===== config.mk =====
export PLATFORM = sky130hd
export DESIGN_NAME = led_pattern_sequencer_core
export DESIGN_NICKNAME = d
export VERILOG_FILES = /design/src/lps_pkg.sv /design/src/led_pattern_sequencer_core.sv /design/src/lps_ctrl.sv
export SDC_FILE = /design/constraint.sdc
export NUM_CORES = 1
export LEC_CHECK = 0
export BUFFER_PORTS_ARGS = -buffer_cell sky130_fd_sc_hd__buf_2
export CORE_UTILIZATION = 43
export CTS_BUF_LIST = sky130_fd_sc_hd__clkbuf_4 sky130_fd_sc_hd__clkbuf_8
export DETAILED_ROUTE_END_ITERATION = 10
export SYNTH_ARGS = -nofsm -noshare
export SYNTH_HDL_FRONTEND = slang
export SYNTH_SLANG_ARGS = --single-unit
export TNS_END_PERCENT = 50

===== constraint.sdc =====
create_clock -name clk -period 10.5 [get_ports clk]
set_input_delay 2.1 -clock clk [delete_from_list [all_inputs] [get_ports clk]]
set_output_delay 2.1 -clock clk [all_outputs]
set_load 0.01 [all_outputs]

===== src/lps_pkg.sv =====
// Shared types, constants and pattern table for the LED pattern sequencer.
`default_nettype none
package lps_pkg;

  localparam int COUNT_WIDTH_DEFAULT = 16;
  localparam int PERIOD_WIDTH        = 16;
  localparam int CFG_INDEX_WIDTH     = 2;

  localparam logic [PERIOD_WIDTH-1:0] PERIOD_SLOW_RESET = 16'd1000;
  localparam logic [PERIOD_WIDTH-1:0] PERIOD_MID_RESET  = 16'd500;
  localparam logic [PERIOD_WIDTH-1:0] PERIOD_FAST_RESET = 16'd100;

  typedef enum logic [CFG_INDEX_WIDTH-1:0] {
    REG_PERIOD_SLOW = 2'd0,
    REG_PERIOD_MID  = 2'd1,
    REG_PERIOD_FAST = 2'd2
  } cfg_reg_t;

  typedef enum logic [1:0] {
    MODE_FILL        = 2'd0,
    MODE_INTERLEAVED = 2'd1,
    MODE_WALK        = 2'd2
  } mode_t;

  typedef enum logic [1:0] {
    SPEED_SLOW = 2'd0,
    SPEED_MID  = 2'd1,
    SPEED_FAST = 2'd2
  } speed_t;

  // Selection codes: bit 0 low half, bit 1 high half
  typedef enum logic [1:0] {
    SEL_NONE = 2'd0,
    SEL_LOW  = 2'd1,
    SEL_HIGH = 2'd2,
    SEL_BOTH = 2'd3
  } sel_t;

  typedef struct packed {
    logic [7:0] leds;
    mode_t      mode;
    speed_t     speed;
  } result_t;

  // Pattern table: mode, selection (low, high, both), step
  localparam logic [7:0] PAT_TAB [0:2][0:2][0:7] = '{
    '{ '{8'h01, 8'h03, 8'h07, 8'h0f, 8'h00, 8'h00, 8'h00, 8'h00},
       '{8'h10, 8'h30, 8'h70, 8'hf0, 8'h00, 8'h00, 8'h00, 8'h00},
       '{8'h01, 8'h03, 8'h07, 8'h0f, 8'h1f, 8'h3f, 8'h7f, 8'hff} },
    '{ '{8'h01, 8'h09, 8'h0b, 8'h0f, 8'h00, 8'h00, 8'h00, 8'h00},
       '{8'h10, 8'h90, 8'hb0, 8'hf0, 8'h00, 8'h00, 8'h00, 8'h00},
       '{8'h01, 8'h11, 8'h13, 8'h33, 8'h37, 8'h77, 8'h7f, 8'hff} },
    '{ '{8'h01, 8'h02, 8'h04, 8'h08, 8'h00, 8'h00, 8'h00, 8'h00},
       '{8'h10, 8'h20, 8'h40, 8'h80, 8'h00, 8'h00, 8'h00, 8'h00},
       '{8'h01, 8'h02, 8'h04, 8'h08, 8'h10, 8'h20, 8'h40, 8'h80} }
  };

endpackage
`default_nettype wire


===== src/led_pattern_sequencer_core.sv =====
// Top level of the LED pattern sequencer: configuration registers, handshake, result register.
`default_nettype none
// One input transaction is one millisecond tick carrying the switch and button levels; every
// tick yields exactly one result transaction with the LED pattern, mode and speed in use.
// A tick is taken in every cycle unless the input stalls: the sequencer state updates at
// the input edge, the result is registered at that edge in a single output register, and a
// new tick is accepted whenever that register is empty or being drained in the same cycle.
// Period registers take effect on the next tick; write them only while no tick is in flight.
module led_pattern_sequencer_core #(
  parameter int COUNT_WIDTH = lps_pkg::COUNT_WIDTH_DEFAULT
) (
  input  wire logic                               clk,
  input  wire logic                               rst,
  input  wire logic                               cfg_write,
  input  wire logic [lps_pkg::CFG_INDEX_WIDTH-1:0] cfg_index,
  input  wire logic [lps_pkg::PERIOD_WIDTH-1:0]   cfg_data,
  input  wire logic                               in_valid,
  output logic                                    in_stall,
  input  wire logic                               low_half_on,
  input  wire logic                               high_half_on,
  input  wire logic                               mode_button,
  input  wire logic                               speed_button,
  output logic                                    out_valid,
  input  wire logic                               out_stall,
  output logic [7:0]                              leds,
  output logic [1:0]                              mode_now,
  output logic [1:0]                              speed_now
);
  import lps_pkg::*;

  logic [PERIOD_WIDTH-1:0] period_slow, period_mid, period_fast;
  logic                    in_accept;
  result_t                 result;
  result_t                 out_reg;

  always_ff @(posedge clk) begin
    if (rst) begin
      period_slow <= PERIOD_SLOW_RESET;
      period_mid  <= PERIOD_MID_RESET;
      period_fast <= PERIOD_FAST_RESET;
    end else if (cfg_write) begin
      unique case (cfg_index)
        REG_PERIOD_SLOW: period_slow <= cfg_data;
        REG_PERIOD_MID:  period_mid  <= cfg_data;
        REG_PERIOD_FAST: period_fast <= cfg_data;
        default: ;
      endcase
    end
  end

  // Hold input only while a result waits and the sink stalls
  assign in_stall  = out_valid && out_stall;
  assign in_accept = in_valid && !in_stall;

  lps_ctrl #(
    .COUNT_WIDTH(COUNT_WIDTH)
  ) u_ctrl (
    .clk          (clk),
    .rst          (rst),
    .accept       (in_accept),
    .low_half_on  (low_half_on),
    .high_half_on (high_half_on),
    .mode_button  (mode_button),
    .speed_button (speed_button),
    .period_slow  (period_slow),
    .period_mid   (period_mid),
    .period_fast  (period_fast),
    .result       (result)
  );

  always_ff @(posedge clk) begin
    if (rst) begin
      out_valid <= 1'b0;
    end else if (in_accept) begin
      out_valid <= 1'b1;
    end else if (!out_stall) begin
      out_valid <= 1'b0;
    end
  end

  always_ff @(posedge clk) begin
    if (in_accept) begin
      out_reg <= result;
    end
  end

  assign leds      = out_reg.leds;
  assign mode_now  = out_reg.mode;
  assign speed_now = out_reg.speed;

  a_stall_needs_result: assert property (@(posedge clk) disable iff (rst)
    in_stall |-> out_valid)
    else $error("input stalled with no result pending");

  a_accept_gives_result: assert property (@(posedge clk) disable iff (rst)
    in_accept |=> out_valid)
    else $error("accepted tick produced no result");

  a_codes_in_range: assert property (@(posedge clk) disable iff (rst)
    out_valid |-> mode_now != 2'd3 && speed_now != 2'd3)
    else $error("mode or speed code out of range");

endmodule
`default_nettype wire


===== src/lps_ctrl.sv =====
// Sequencer state: button edges, selection tracking, step timing and pattern lookup.
`default_nettype none
module lps_ctrl #(
  parameter int COUNT_WIDTH = lps_pkg::COUNT_WIDTH_DEFAULT
) (
  input  wire logic                            clk,
  input  wire logic                            rst,
  input  wire logic                            accept,
  input  wire logic                            low_half_on,
  input  wire logic                            high_half_on,
  input  wire logic                            mode_button,
  input  wire logic                            speed_button,
  input  wire logic [lps_pkg::PERIOD_WIDTH-1:0] period_slow,
  input  wire logic [lps_pkg::PERIOD_WIDTH-1:0] period_mid,
  input  wire logic [lps_pkg::PERIOD_WIDTH-1:0] period_fast,
  output lps_pkg::result_t                     result
);
  import lps_pkg::*;

  localparam int EXT_WIDTH = ((COUNT_WIDTH > PERIOD_WIDTH) ? COUNT_WIDTH : PERIOD_WIDTH) + 1;

  mode_t                  mode_index, mode_index_next;
  speed_t                 speed_index, speed_index_next;
  logic [3:0]             step_index, step_index_next;
  logic [COUNT_WIDTH-1:0] tick_count, tick_count_next;
  sel_t                   latched_selection, latched_selection_next;
  logic                   mode_button_prev, speed_button_prev;

  sel_t                   sel;
  logic                   mode_edge, speed_edge;
  logic [3:0]             step_len;
  logic [3:0]             step_cur;
  logic [PERIOD_WIDTH-1:0] period_raw, period_eff;
  logic [EXT_WIDTH-1:0]   tick_inc, period_ext;
  logic                   step_done;
  logic [7:0]             leds_now;

  assign sel        = sel_t'({high_half_on, low_half_on});
  assign mode_edge  = mode_button && !mode_button_prev;
  assign speed_edge = speed_button && !speed_button_prev;
  assign step_len   = (sel == SEL_BOTH) ? 4'd8 : 4'd4;

  always_comb begin
    unique case (speed_index_next)
      SPEED_SLOW: period_raw = period_slow;
      SPEED_MID:  period_raw = period_mid;
      default:    period_raw = period_fast;
    endcase
  end

  // A zero period counts as one tick
  assign period_eff = (period_raw == '0) ? PERIOD_WIDTH'(1) : period_raw;

  always_comb begin
    mode_index_next        = mode_index;
    speed_index_next       = speed_index;
    latched_selection_next = latched_selection;
    step_cur               = step_index;
    tick_count_next        = tick_count;
    if (sel != SEL_NONE) begin
      if (sel != latched_selection) begin
        latched_selection_next = sel;
        step_cur               = '0;
        tick_count_next        = '0;
      end
      if (mode_edge) begin
        mode_index_next = (mode_index == MODE_WALK) ? MODE_FILL : mode_t'(mode_index + 2'd1);
        step_cur        = '0;
        tick_count_next = '0;
      end
      if (speed_edge) begin
        speed_index_next = (speed_index == SPEED_FAST) ? SPEED_SLOW
                                                       : speed_t'(speed_index + 2'd1);
      end
    end else begin
      latched_selection_next = SEL_NONE;
    end
  end

  assign tick_inc   = EXT_WIDTH'(tick_count_next) + EXT_WIDTH'(1);
  assign period_ext = EXT_WIDTH'(period_eff);
  assign step_done  = (tick_inc >= period_ext) || (&tick_count_next);

  always_comb begin
    leds_now = '0;
    if (sel != SEL_NONE && step_cur < step_len && mode_index_next != 2'd3) begin
      leds_now = PAT_TAB[mode_index_next][sel - 2'd1][step_cur[2:0]];
    end
  end

  always_comb begin
    step_index_next = step_cur;
    if (sel == SEL_NONE) begin
      step_index_next = '0;
    end else if (step_done) begin
      step_index_next = (step_cur >= step_len) ? 4'd0 : step_cur + 4'd1;
    end
  end

  always_ff @(posedge clk) begin
    if (rst) begin
      mode_index        <= MODE_FILL;
      speed_index       <= SPEED_SLOW;
      step_index        <= '0;
      tick_count        <= '0;
      latched_selection <= SEL_NONE;
      mode_button_prev  <= 1'b0;
      speed_button_prev <= 1'b0;
    end else if (accept) begin
      mode_index        <= mode_index_next;
      speed_index       <= speed_index_next;
      step_index        <= step_index_next;
      latched_selection <= latched_selection_next;
      mode_button_prev  <= mode_button;
      speed_button_prev <= speed_button;
      if (sel == SEL_NONE || step_done) begin
        tick_count <= '0;
      end else begin
        tick_count <= tick_count_next + COUNT_WIDTH'(1);
      end
    end
  end

  assign result.leds  = leds_now;
  assign result.mode  = mode_index_next;
  assign result.speed = speed_index_next;

  a_idle_cleared: assert property (@(posedge clk) disable iff (rst)
    latched_selection == SEL_NONE |-> step_index == '0 && tick_count == '0)
    else $error("step state not cleared with no half selected");

  a_step_range: assert property (@(posedge clk) disable iff (rst)
    step_index <= 4'd8)
    else $error("step index beyond pattern length");

  a_short_table: assert property (@(posedge clk) disable iff (rst)
    (latched_selection == SEL_LOW || latched_selection == SEL_HIGH) |-> step_index <= 4'd4)
    else $error("step index beyond half pattern length");

endmodule
`default_nettype wire


==> load_flow_metrics.sql, run 1 <==
INSERT INTO impl_metrics (metric_group, metric, value, unit) VALUES
('synth', 'yosysWarningCount', '0', ''),
('route', 'per_cell_routed_wire_length', '15.4', 'um'),
('sta', 'setup-tns-final', '0', 'ps'),
('synth', 'synth_edf_count', '12', ''),
('synth', 'synth_top_family_by_area', 'simple AND/OR/NAND/NOR gates', ''),
('finish', 'final_cell_count_no_fill', '783', ''),
('setup_path', 'crit_fanout', '21', ''),
('clock_tree', 'clock_pin_transition_on_the_worst_setup_and_hold_timing_paths', '90', 'ps'),
('synth', 'synth_xor_xnor_area_share', '0.0321', ''),
('route', 'route.vias.total', '4421', ''),
('synth', 'ys_types', '62', ''),
('sta', 'grt_setup_unrepaired', 'no', ''),
('setup_path', 'regToRegSetupSlack', '5950', 'ps'),
('global_route', 'use_met2', '0.357', ''),
('pwr', 'net-switching-power', '0.000214', 'W'),
('finish', 'layout.nets', '688', ''),
('synth', 'synth_top_area_share', '0.314', ''),
('setup_path', 'cp_cell_sequence', 'buf_2 > inv_1 > ha_1 > a31o_2 > nand2_1 > inv_1 > ha_1 > and3_1 > nand3_1 > xnor2_1 > and2_1 > ha_1 > nand3_1 > or3_1 > or4_1 > o211ai_2 > nor4b_2 > buf_4 > a221oi_1 > a21oi_1', ''),
('global_route', 'maximum_number_of_pins_on_one_net_before_global_route_repair', '79', ''),
('floorplanning', 'floorplan.initialDensity', '0.447', ''),
('global_route', 'antenna_found_initial', '0', ''),
('setup_path', 'cpMaxStageDelayCell', 'sky130_fd_sc_hd__or4_1', ''),
('clock_tree', 'clock_buffer_count_from_cts', '9', ''),
('synth', 'syn_area', '0.00491', 'mm^2'),
('finish', 'fillCellCount', '1080', ''),
('pwr', 'power', '0.000706', 'W'),
('clock_tree', 'cts_tree', 'yes', ''),
('pwr', 'clock_power_share', '0.306', ''),
('finish', 'final_cell_mix', 'sky130_fd_sc_hd__nand2_1, sky130_fd_sc_hd__dfxtp_1, sky130_fd_sc_hd__a21oi_1', ''),
('synth', 'yosysTopAreaCell', 'sky130_fd_sc_hd__dfxtp_1', ''),
('clock_tree', 'clock_sink_count', '89', ''),
('floorplanning', 'die_w', '109', 'um'),
('worst_hold_path', 'hp-class', 'reg2reg', ''),
('synth', 'yosys-mux-area-fraction', '0.0117', ''),
('global_route', 'total_global_routing_track_utilization', '0.221', ''),
('clock_tree', 'postCtsResizedCells', '0', ''),
('synth', 'postSynthCellCount', '619', ''),
('route', 'drt_drc', '0', ''),
('setup_path', 'critical_path_class', 'in2reg', ''),
('synth', 'async_flop_share', '0', ''),
('synth', 'synth.ff_latch_count', '89', ''),
('pwr', 'power.share.combinational', '0.172', ''),
('global_route', 'grt.busiest_layer', 'met2', ''),
('finish', 'antenna_cells', '0', ''),
('synth', 'synthesis.nets', '669', ''),
('setup_path', 'worst_setup_path_start_kind', 'input port', ''),
('floorplanning', 'placeableCoreArea', '0.0110', 'mm^2'),
('sta', 'period_needed', '6470', 'ps'),
('floorplanning', 'design.die.area', '0.0118', 'mm^2'),
('setup_path', 'crit_path_most_repeated_cell', 'sky130_fd_sc_hd__ha_1', ''),
('sta', 'layout_worst_path_cycle_share', '0.616', ''),
('place', 'finalWeightedCongestion', '0.885', ''),
('setup_path', 'critical_path_arrival', '6700', 'ps'),
('finish', 'layout-drive-gt1-share', '0.118', ''),
('pwr', 'power.static_leakage', '2.08', 'nW'),
('clock_tree', 'clock_tree.buffer_depth', '2', ''),
('synth', 'synthAdderAreaFrac', '0.0586', ''),
('place', 'buffer_ports.inserted', '40', ''),
('clock_tree', 'post_cts.repair.setup_buffers', '0', ''),
('route', 'drtAntennaViolNets', '0', ''),
('floorplanning', 'chip_height', '109', 'um'),
('sta', 'highest_achievable_clock_rate', '155', 'MHz'),
('finish', 'finalCoreUtilization', '0.486', ''),
('floorplanning', 'floorplan.rows', '38', ''),
('status', 'status', 'complete, no violations', ''),
('synth', 'ys.flop_type', 'sky130_fd_sc_hd__dfxtp_1', ''),
('synth', 'synth_area_leaders', 'sky130_fd_sc_hd__dfxtp_1, sky130_fd_sc_hd__nand2_1, sky130_fd_sc_hd__edfxtp_1', ''),
('pwr', 'cellInternalPower', '0.000491', 'W'),
('sta', 'finalHoldWorstSlack', '458', 'ps'),
('sta', 'report.final.setup_viol', '0', ''),
('pwr', 'switching_share', '0.304', '');
registers in the layout (all words and copies together), names as in the netlist:
name                      flops
u_ctrl.step_index             4
u_ctrl.mode_button_prev       1
speed_now                     2
out_valid                     1
period_fast                  16
u_ctrl.tick_count            16
u_ctrl.latched_selection      2
leds                          8
period_mid                   16
period_slow                  16
u_ctrl.speed_button_prev      1
u_ctrl.mode_index             2
mode_now                      2
u_ctrl.speed_index            2
worst paths after layout:
| check | from | to | cells after the start |
|---|---|---|---|
| setup reg to reg | u_ctrl.latched_selection[1] | u_ctrl.step_index[2] | 18 |
| hold / removal | period_fast[0] | period_fast[0] | 2 |
| setup / recovery | low_half_on | u_ctrl.step_index[2] | 20 |
| hold reg to reg | period_fast[0] | period_fast[0] | 2 |
cells in the mapped netlist (3+ instances only):
library cell,count
sky130_fd_sc_hd__a211oi_1,7
sky130_fd_sc_hd__or3_1,5
sky130_fd_sc_hd__xor2_1,9
sky130_fd_sc_hd__nand2b_1,5
sky130_fd_sc_hd__o221ai_1,4
sky130_fd_sc_hd__and3_1,6
sky130_fd_sc_hd__nor2_1,49
sky130_fd_sc_hd__inv_1,16
sky130_fd_sc_hd__nand3b_1,20
sky130_fd_sc_hd__nand3_1,16
sky130_fd_sc_hd__and2_1,7
sky130_fd_sc_hd__dfxtp_1,77
sky130_fd_sc_hd__o21ai_0,35
sky130_fd_sc_hd__a22oi_1,14
sky130_fd_sc_hd__nor3_1,9
sky130_fd_sc_hd__nor2b_1,3
sky130_fd_sc_hd__a221oi_1,3
sky130_fd_sc_hd__xnor2_1,9
sky130_fd_sc_hd__o22ai_1,11
sky130_fd_sc_hd__o32a_1,3
sky130_fd_sc_hd__nand4_1,8
sky130_fd_sc_hd__clkbuf_1,32
sky130_fd_sc_hd__edfxtp_1,12
sky130_fd_sc_hd__nand2_1,133
sky130_fd_sc_hd__ha_1,23
sky130_fd_sc_hd__a21oi_1,57
cell type report:
cell class	count	area [um^2]	share of cell area
timing repair buffer	45	238	0.0445
inverter	17	63.8	0.0119
clock buffer	10	131	0.0246
tap	140	175	0.0328
sequential	89	1900	0.356
clock inverter	6	43.8	0.00820
multi-input combinational	476	2790	0.522
power groups by stage:
| stage | logic, W | clock network, W | registers, W |
|---|---|---|---|
| after floorplan | 0.0000865 | 0 | 0.000374 |
| after global placement | 0.000119 | 0 | 0.000376 |
| after detailed placement | 0.000121 | 0 | 0.000376 |
| after CTS | 0.000122 | 0.000224 | 0.000368 |
| after global routing | 0.000138 | 0.000237 | 0.000370 |
| final | 0.000122 | 0.000216 | 0.000368 |
critical path: cells and delay by family:
family | cells | cell delay (ps)
AND/OR/NAND/NOR | 8 | 1790
buffers and inverters | 4 | 600
AO/OA/AOI/OAI | 4 | 930
XOR/XNOR | 1 | 150
adder cells (fa/ha/maj) | 3 | 1110
per-stage QoR:
step	worst slack, ps	area, um^2
3_5_place_dp	3670	5170
3_3_place_gp	3720	5170
6_report	4030	5340
2_1_floorplan	4340	4910
5_1_grt	3690	5340
4_1_cts	4070	5340
cell families (layout without fill, tap and decap cells):
logic type / count (synthesis) / after routing
AOI/OAI and AO/OA: 155 / 155
muxes: 5 / 5
buffers and inverters: 54 / 78
adders and majority gates: 23 / 23
and+or+nand+nor: 275 / 275
DFF: 89 / 89
xor gates and xnor gates: 18 / 18
routing by layer:
layer  vias up  routed length (um)
li1       2220                   -
met1      2075                5700
met2       111                5660
met3        15                 526
met4         0                 192
met5         -                   0
Power figures use the tool's default switching activity.
==> inputs of run 2 (changes only) <==
ABC_AREA = 1   (was unset)
clock period = 6.5 ns   (was 10.5 ns; I/O delays follow)
==> run 2 against run 1 <==
  * The flow now finishes with violations (DRC)
  * Cell area is 5.6% higher
  * Sequential power increased by 61%
  * Core utilization up 0.36 points
  * Combinational power up 70%
  * Synthesized cell count increased by 18%
  * Critical path depth is 3 higher
  * Clock power grew 83%
  * Non-clock buffer count unchanged
  * Largest power group unchanged
==> load_flow_metrics.sql, run 2 <==
INSERT INTO impl_metrics (metric_group, metric, value, unit) VALUES
('route', 'route.vias.total', '4716', ''),
('floorplanning', 'floorplan.rows', '39', ''),
('synth', 'synth.top_cells.by_count', 'sky130_fd_sc_hd__nand2_1, sky130_fd_sc_hd__inv_1, sky130_fd_sc_hd__dfxtp_1', ''),
('route', 'per_cell_routed_wire_length', '13.6', 'um'),
('route', 'drt_drc', '6', ''),
('synth', 'syn-mean-instance-area', '7.02', 'um^2'),
('setup_path', 'crit_path_most_repeated_cell', 'sky130_fd_sc_hd__nand2_1', ''),
('clock_tree', 'post_cts.repair.setup_buffers', '0', ''),
('place', 'placement.setup.worst_slack', '1150', 'ps'),
('synth', 'yosysWarningCount', '0', ''),
('global_route', 'grt_pass1_vias', '4300', ''),
('clock_tree', 'clock_pin_transition_on_the_worst_setup_and_hold_timing_paths', '90', 'ps'),
('route', 'first_iter_violations', '249', ''),
('synth', 'synth-seq-area-share', '0.371', ''),
('setup_path', 'timing.critical_path.to_type', 'register', ''),
('place', 'dp.final_hpwl', '8970', 'um'),
('place', 'finalWeightedCongestion', '0.875', ''),
('sta', 'report.final.setup_viol', '0', ''),
('setup_path', 'regToRegStartpoint', 'u_ctrl.latched_selection[1]', ''),
('setup_path', 'critical_path_arrival', '5220', 'ps'),
('synth', 'postSynthCellCount', '731', ''),
('setup_path', 'critical_path_class', 'in2reg', ''),
('sta', 'pnr_worst_setup_slack', '1590', 'ps'),
('route', 'wl_met1', '5780', 'um'),
('global_route', 'gr-total-overflow', '0', ''),
('synth', 'ys.flop_type', 'sky130_fd_sc_hd__dfxtp_1', ''),
('worst_hold_path', 'hp-class', 'reg2reg', ''),
('clock_tree', 'clk-insertion-delay-late', '370', 'ps'),
('global_route', 'antenna_found_initial', '0', ''),
('worst_hold_path', 'min_delay_path_depth', '2', ''),
('finish', 'final_area', '0.00564', 'mm^2'),
('setup_path', 'worst_setup_path_start_kind', 'input port', ''),
('setup_path', 'cp_data_required_time', '6810', 'ps'),
('setup_path', 'crit_fanout', '17', ''),
('clock_tree', 'cts-htree-levels', '3', ''),
('clock_tree', 'cts_hold_buffers_added', '0', ''),
('place', 'buffer_ports.inserted', '40', ''),
('floorplanning', 'placeableCoreArea', '0.0115', 'mm^2'),
('floorplanning', 'floorplan.initialDensity', '0.445', ''),
('synth', 'synth_area_leaders', 'sky130_fd_sc_hd__dfxtp_1, sky130_fd_sc_hd__nand2_1, sky130_fd_sc_hd__inv_1', ''),
('route', 'met3WireLength', '767', 'um'),
('route', 'highest_layer', 'met4', ''),
('sta', 'hold_viol', '0', ''),
('setup_path', 'cp_slowest_stage_delay', '520', 'ps'),
('finish', 'layout.nets', '814', ''),
('route', 'route.detailed.vias_per_inst', '5.17', ''),
('route', 'wirelength', '12400', 'um'),
('sta', 'grt_setup_unrepaired', 'no', ''),
('sta', 'worst-slew-pin-transition', '1090', 'ps'),
('clock_tree', 'postCtsResizedCells', '0', ''),
('flow_run', 'drv_cap', '0', ''),
('sta', 'skew', '7.16', 'ps'),
('clock_tree', 'clk_root_buffer_cell', 'sky130_fd_sc_hd__clkbuf_8', ''),
('setup_path', 'cpMaxStageDelayCell', 'sky130_fd_sc_hd__o221ai_1', ''),
('finish', 'area.growth.synth_to_final', '10.0', '%'),
('sta', 'highest_achievable_clock_rate', '204', 'MHz'),
('finish', 'final_cell_mix', 'sky130_fd_sc_hd__nand2_1, sky130_fd_sc_hd__inv_1, sky130_fd_sc_hd__dfxtp_1', ''),
('clock_tree', 'cts_tree', 'yes', ''),
('sta', 'finalMaxSlewViolations', '0', ''),
('worst_hold_path', 'holdPathEnd', 'u_ctrl.speed_button_prev', ''),
('synth', 'async_flop_share', '0', ''),
('finish', 'mostFrequentLayoutCell', 'sky130_fd_sc_hd__nand2_1', ''),
('status', 'failed_checks', 'DRC', ''),
('sta', 'period_needed', '4910', 'ps'),
('status', 'status', 'finished, violations left', ''),
('finish', 'antenna_cells', '0', ''),
('setup_path', 'regToRegSetupSlack', '2300', 'ps'),
('pwr', 'worst_ir_drop_vdd', '251', 'uV'),
('synth', 'syn_area', '0.00513', 'mm^2'),
('place', 'dp_cells', '896', ''),
('global_route', 'maximum_number_of_pins_on_one_net_before_global_route_repair', '46', ''),
('setup_path', 'r2r.worst_path.cells', '22', ''),
('pwr', 'power.density', '212', 'mW/mm^2'),
('synth', 'synth.ff_latch_count', '89', ''),
('synth', 'yosysTopAreaCell', 'sky130_fd_sc_hd__dfxtp_1', ''),
('clock_tree', 'clock_buffer_count_from_cts', '9', ''),
('setup_path', 'timing.critical_path.buf_inv', '4', ''),
('worst_hold_path', 'min_from', 'u_ctrl.speed_button_prev', ''),
('route', 'drtAntennaViolNets', '0', ''),
('clock_tree', 'clock_tree.buffer_depth', '2', ''),
('synth', 'ys_types', '48', ''),
('clock_tree', 'clock_sink_count', '89', ''),
('setup_path', 'cp_cell_sequence', 'buf_2 > inv_1 > ha_1 > nor2_1 > o21ai_0 > nand2_1 > buf_4 > nand2_1 > o221ai_1 > nor2_1 > nand2_1 > nor2_1 > nand2_1 > nand2_1 > ha_1 > nor3b_1 > nand4_1 > nand2_1 > a21oi_1 > nand3_4 > inv_4 > nand2_1 > a21oi_1', ''),
('global_route', 'total_global_routing_track_utilization', '0.212', ''),
('finish', 'final_cell_count_no_fill', '912', ''),
('setup_path', 'worst_path_dominant_cell_family', 'simple AND/OR/NAND/NOR gates', ''),
('place', 'placement.cell_area', '0.00544', 'mm^2'),
('floorplanning', 'design.die.area', '0.0124', 'mm^2'),
('setup_path', 'regToRegEndpoint', 'u_ctrl.tick_count[11]', ''),
('floorplanning', 'io_pins', '41', ''),
('synth', 'synth_edf_count', '12', ''),
('finish', 'layout-drive-gt1-share', '0.127', ''),
('floorplanning', 'chip_height', '111', 'um'),
('route', 'dr_wl_met2', '5680', 'um'),
('pwr', 'power.static_leakage', '2.59', 'nW'),
('sta', 'layout_worst_path_cycle_share', '0.756', ''),
('synth', 'synthesis.nets', '781', ''),
('route', 'detail_route.first_pass.iterations', '8', ''),
('sta', 'setup-tns-final', '0', 'ps'),
('synth', 'synthMostInstantiatedCell', 'sky130_fd_sc_hd__nand2_1', ''),
('synth', 'synth_top_area_share', '0.301', ''),
('floorplanning', 'die_w', '111', 'um'),
('sta', 'max-slew-margin-rel', '0.272', ''),
('global_route', 'grt_first_pass_wirelength', '20900', 'um');
-- run 2: changes by cell type after synthesis, sizes merged, moves of 9 or more --
| cell | previous run | this run |
|---|---|---|
| inv | 17 | 109 |
| nand2 | 133 | 181 |
| nor2 | 49 | 82 |
| nand3 | 16 | 38 |
| o21ai | 37 | 58 |
| nand3b | 20 | 3 |
| a22oi | 14 | 0 |
| clkbuf | 32 | 18 |
| o22ai | 11 | 0 |
| o211ai | 2 | 11 |
-- run 2: worst max path at each step --
stage | startpoint | to | slack [ps] | depth (start not counted)
after floorplan | low_half_on | u_ctrl.tick_count[3] | 1880 | 26
after global routing | low_half_on | u_ctrl.tick_count[0] | 1130 | 26
final | low_half_on | u_ctrl.tick_count[11] | 1590 | 23
after CTS | low_half_on | u_ctrl.tick_count[11] | 1540 | 23
after global placement | low_half_on | u_ctrl.tick_count[9] | 1240 | 23
after detailed placement | low_half_on | u_ctrl.tick_count[11] | 1150 | 23
-- run 2: layout make-up --
class,count,area [um^2]
inverters,112,423
repair buffers,45,238
clock buffers,11,139
fillers,1189,5870
clock inverters,5,62.6
well taps,143,179
flip-flops and latches,89,1900
multi-input cells,507,2700
-- run 2: worst reg2reg max path, cell delays in order, from the launching register on --
cell and delay, ps:
sky130_fd_sc_hd__dfxtp_1 350, sky130_fd_sc_hd__xnor2_2 230, sky130_fd_sc_hd__nand2_4 110, sky130_fd_sc_hd__o21ai_4 480, sky130_fd_sc_hd__nand2_1 150, sky130_fd_sc_hd__inv_1 130
sky130_fd_sc_hd__ha_1 220, sky130_fd_sc_hd__nand4_2 140, sky130_fd_sc_hd__nor2_4 180, sky130_fd_sc_hd__nand3_1 180, sky130_fd_sc_hd__o21ai_0 190, sky130_fd_sc_hd__nand2_1 80
sky130_fd_sc_hd__inv_2 60, sky130_fd_sc_hd__ha_1 230, sky130_fd_sc_hd__a21oi_1 150, sky130_fd_sc_hd__nor2_1 50, sky130_fd_sc_hd__a211oi_1 170, sky130_fd_sc_hd__nand2_1 80
sky130_fd_sc_hd__a21oi_1 390, sky130_fd_sc_hd__nand3_4 180, sky130_fd_sc_hd__inv_4 190, sky130_fd_sc_hd__nand2_1 70, sky130_fd_sc_hd__a21oi_1 130
-- run 2: kinds of logic after synthesis --
| family | after synthesis | synth area share |
|---|---|---|
| fa+ha+maj | 23 | 0.0561 |
| flops | 89 | 0.371 |
| xor+xnor | 8 | 0.0151 |
| compound gates | 155 | 0.174 |
| simple gates | 321 | 0.281 |
| buf+inv | 135 | 0.103 |
-- run 2: power by group --
| group | leakage (nW) | switching (W) | internal (W) |
|---|---|---|---|
| Clock | 0.105 | 0.000206 | 0.000189 |
| Combinational | 1.73 | 0.000143 | 0.0000652 |
| Sequential | 0.750 | 0.0000100 | 0.000583 |
| Total | 2.59 | 0.000359 | 0.000838 |
-- run 2: through the flow --
stage / utilization / power (W) / hold WS, ps
2_1_floorplan: - / 0.000755 / 429
6_report: 0.490 / 0.00120 / 456
4_1_cts: 0.490 / 0.00122 / 459
3_3_place_gp: 0.473 / 0.000814 / 438
3_5_place_dp: 0.473 / 0.000816 / 443
5_1_grt: 0.490 / 0.00127 / 471
-- run 2: routing by layer --
metal / track usage / vias up
li1: - / 2443
met4: 0.0541 / 0
met1: 0.282 / 2142
met5: 0 / -
met2: 0.343 / 121
met3: 0.0530 / 10
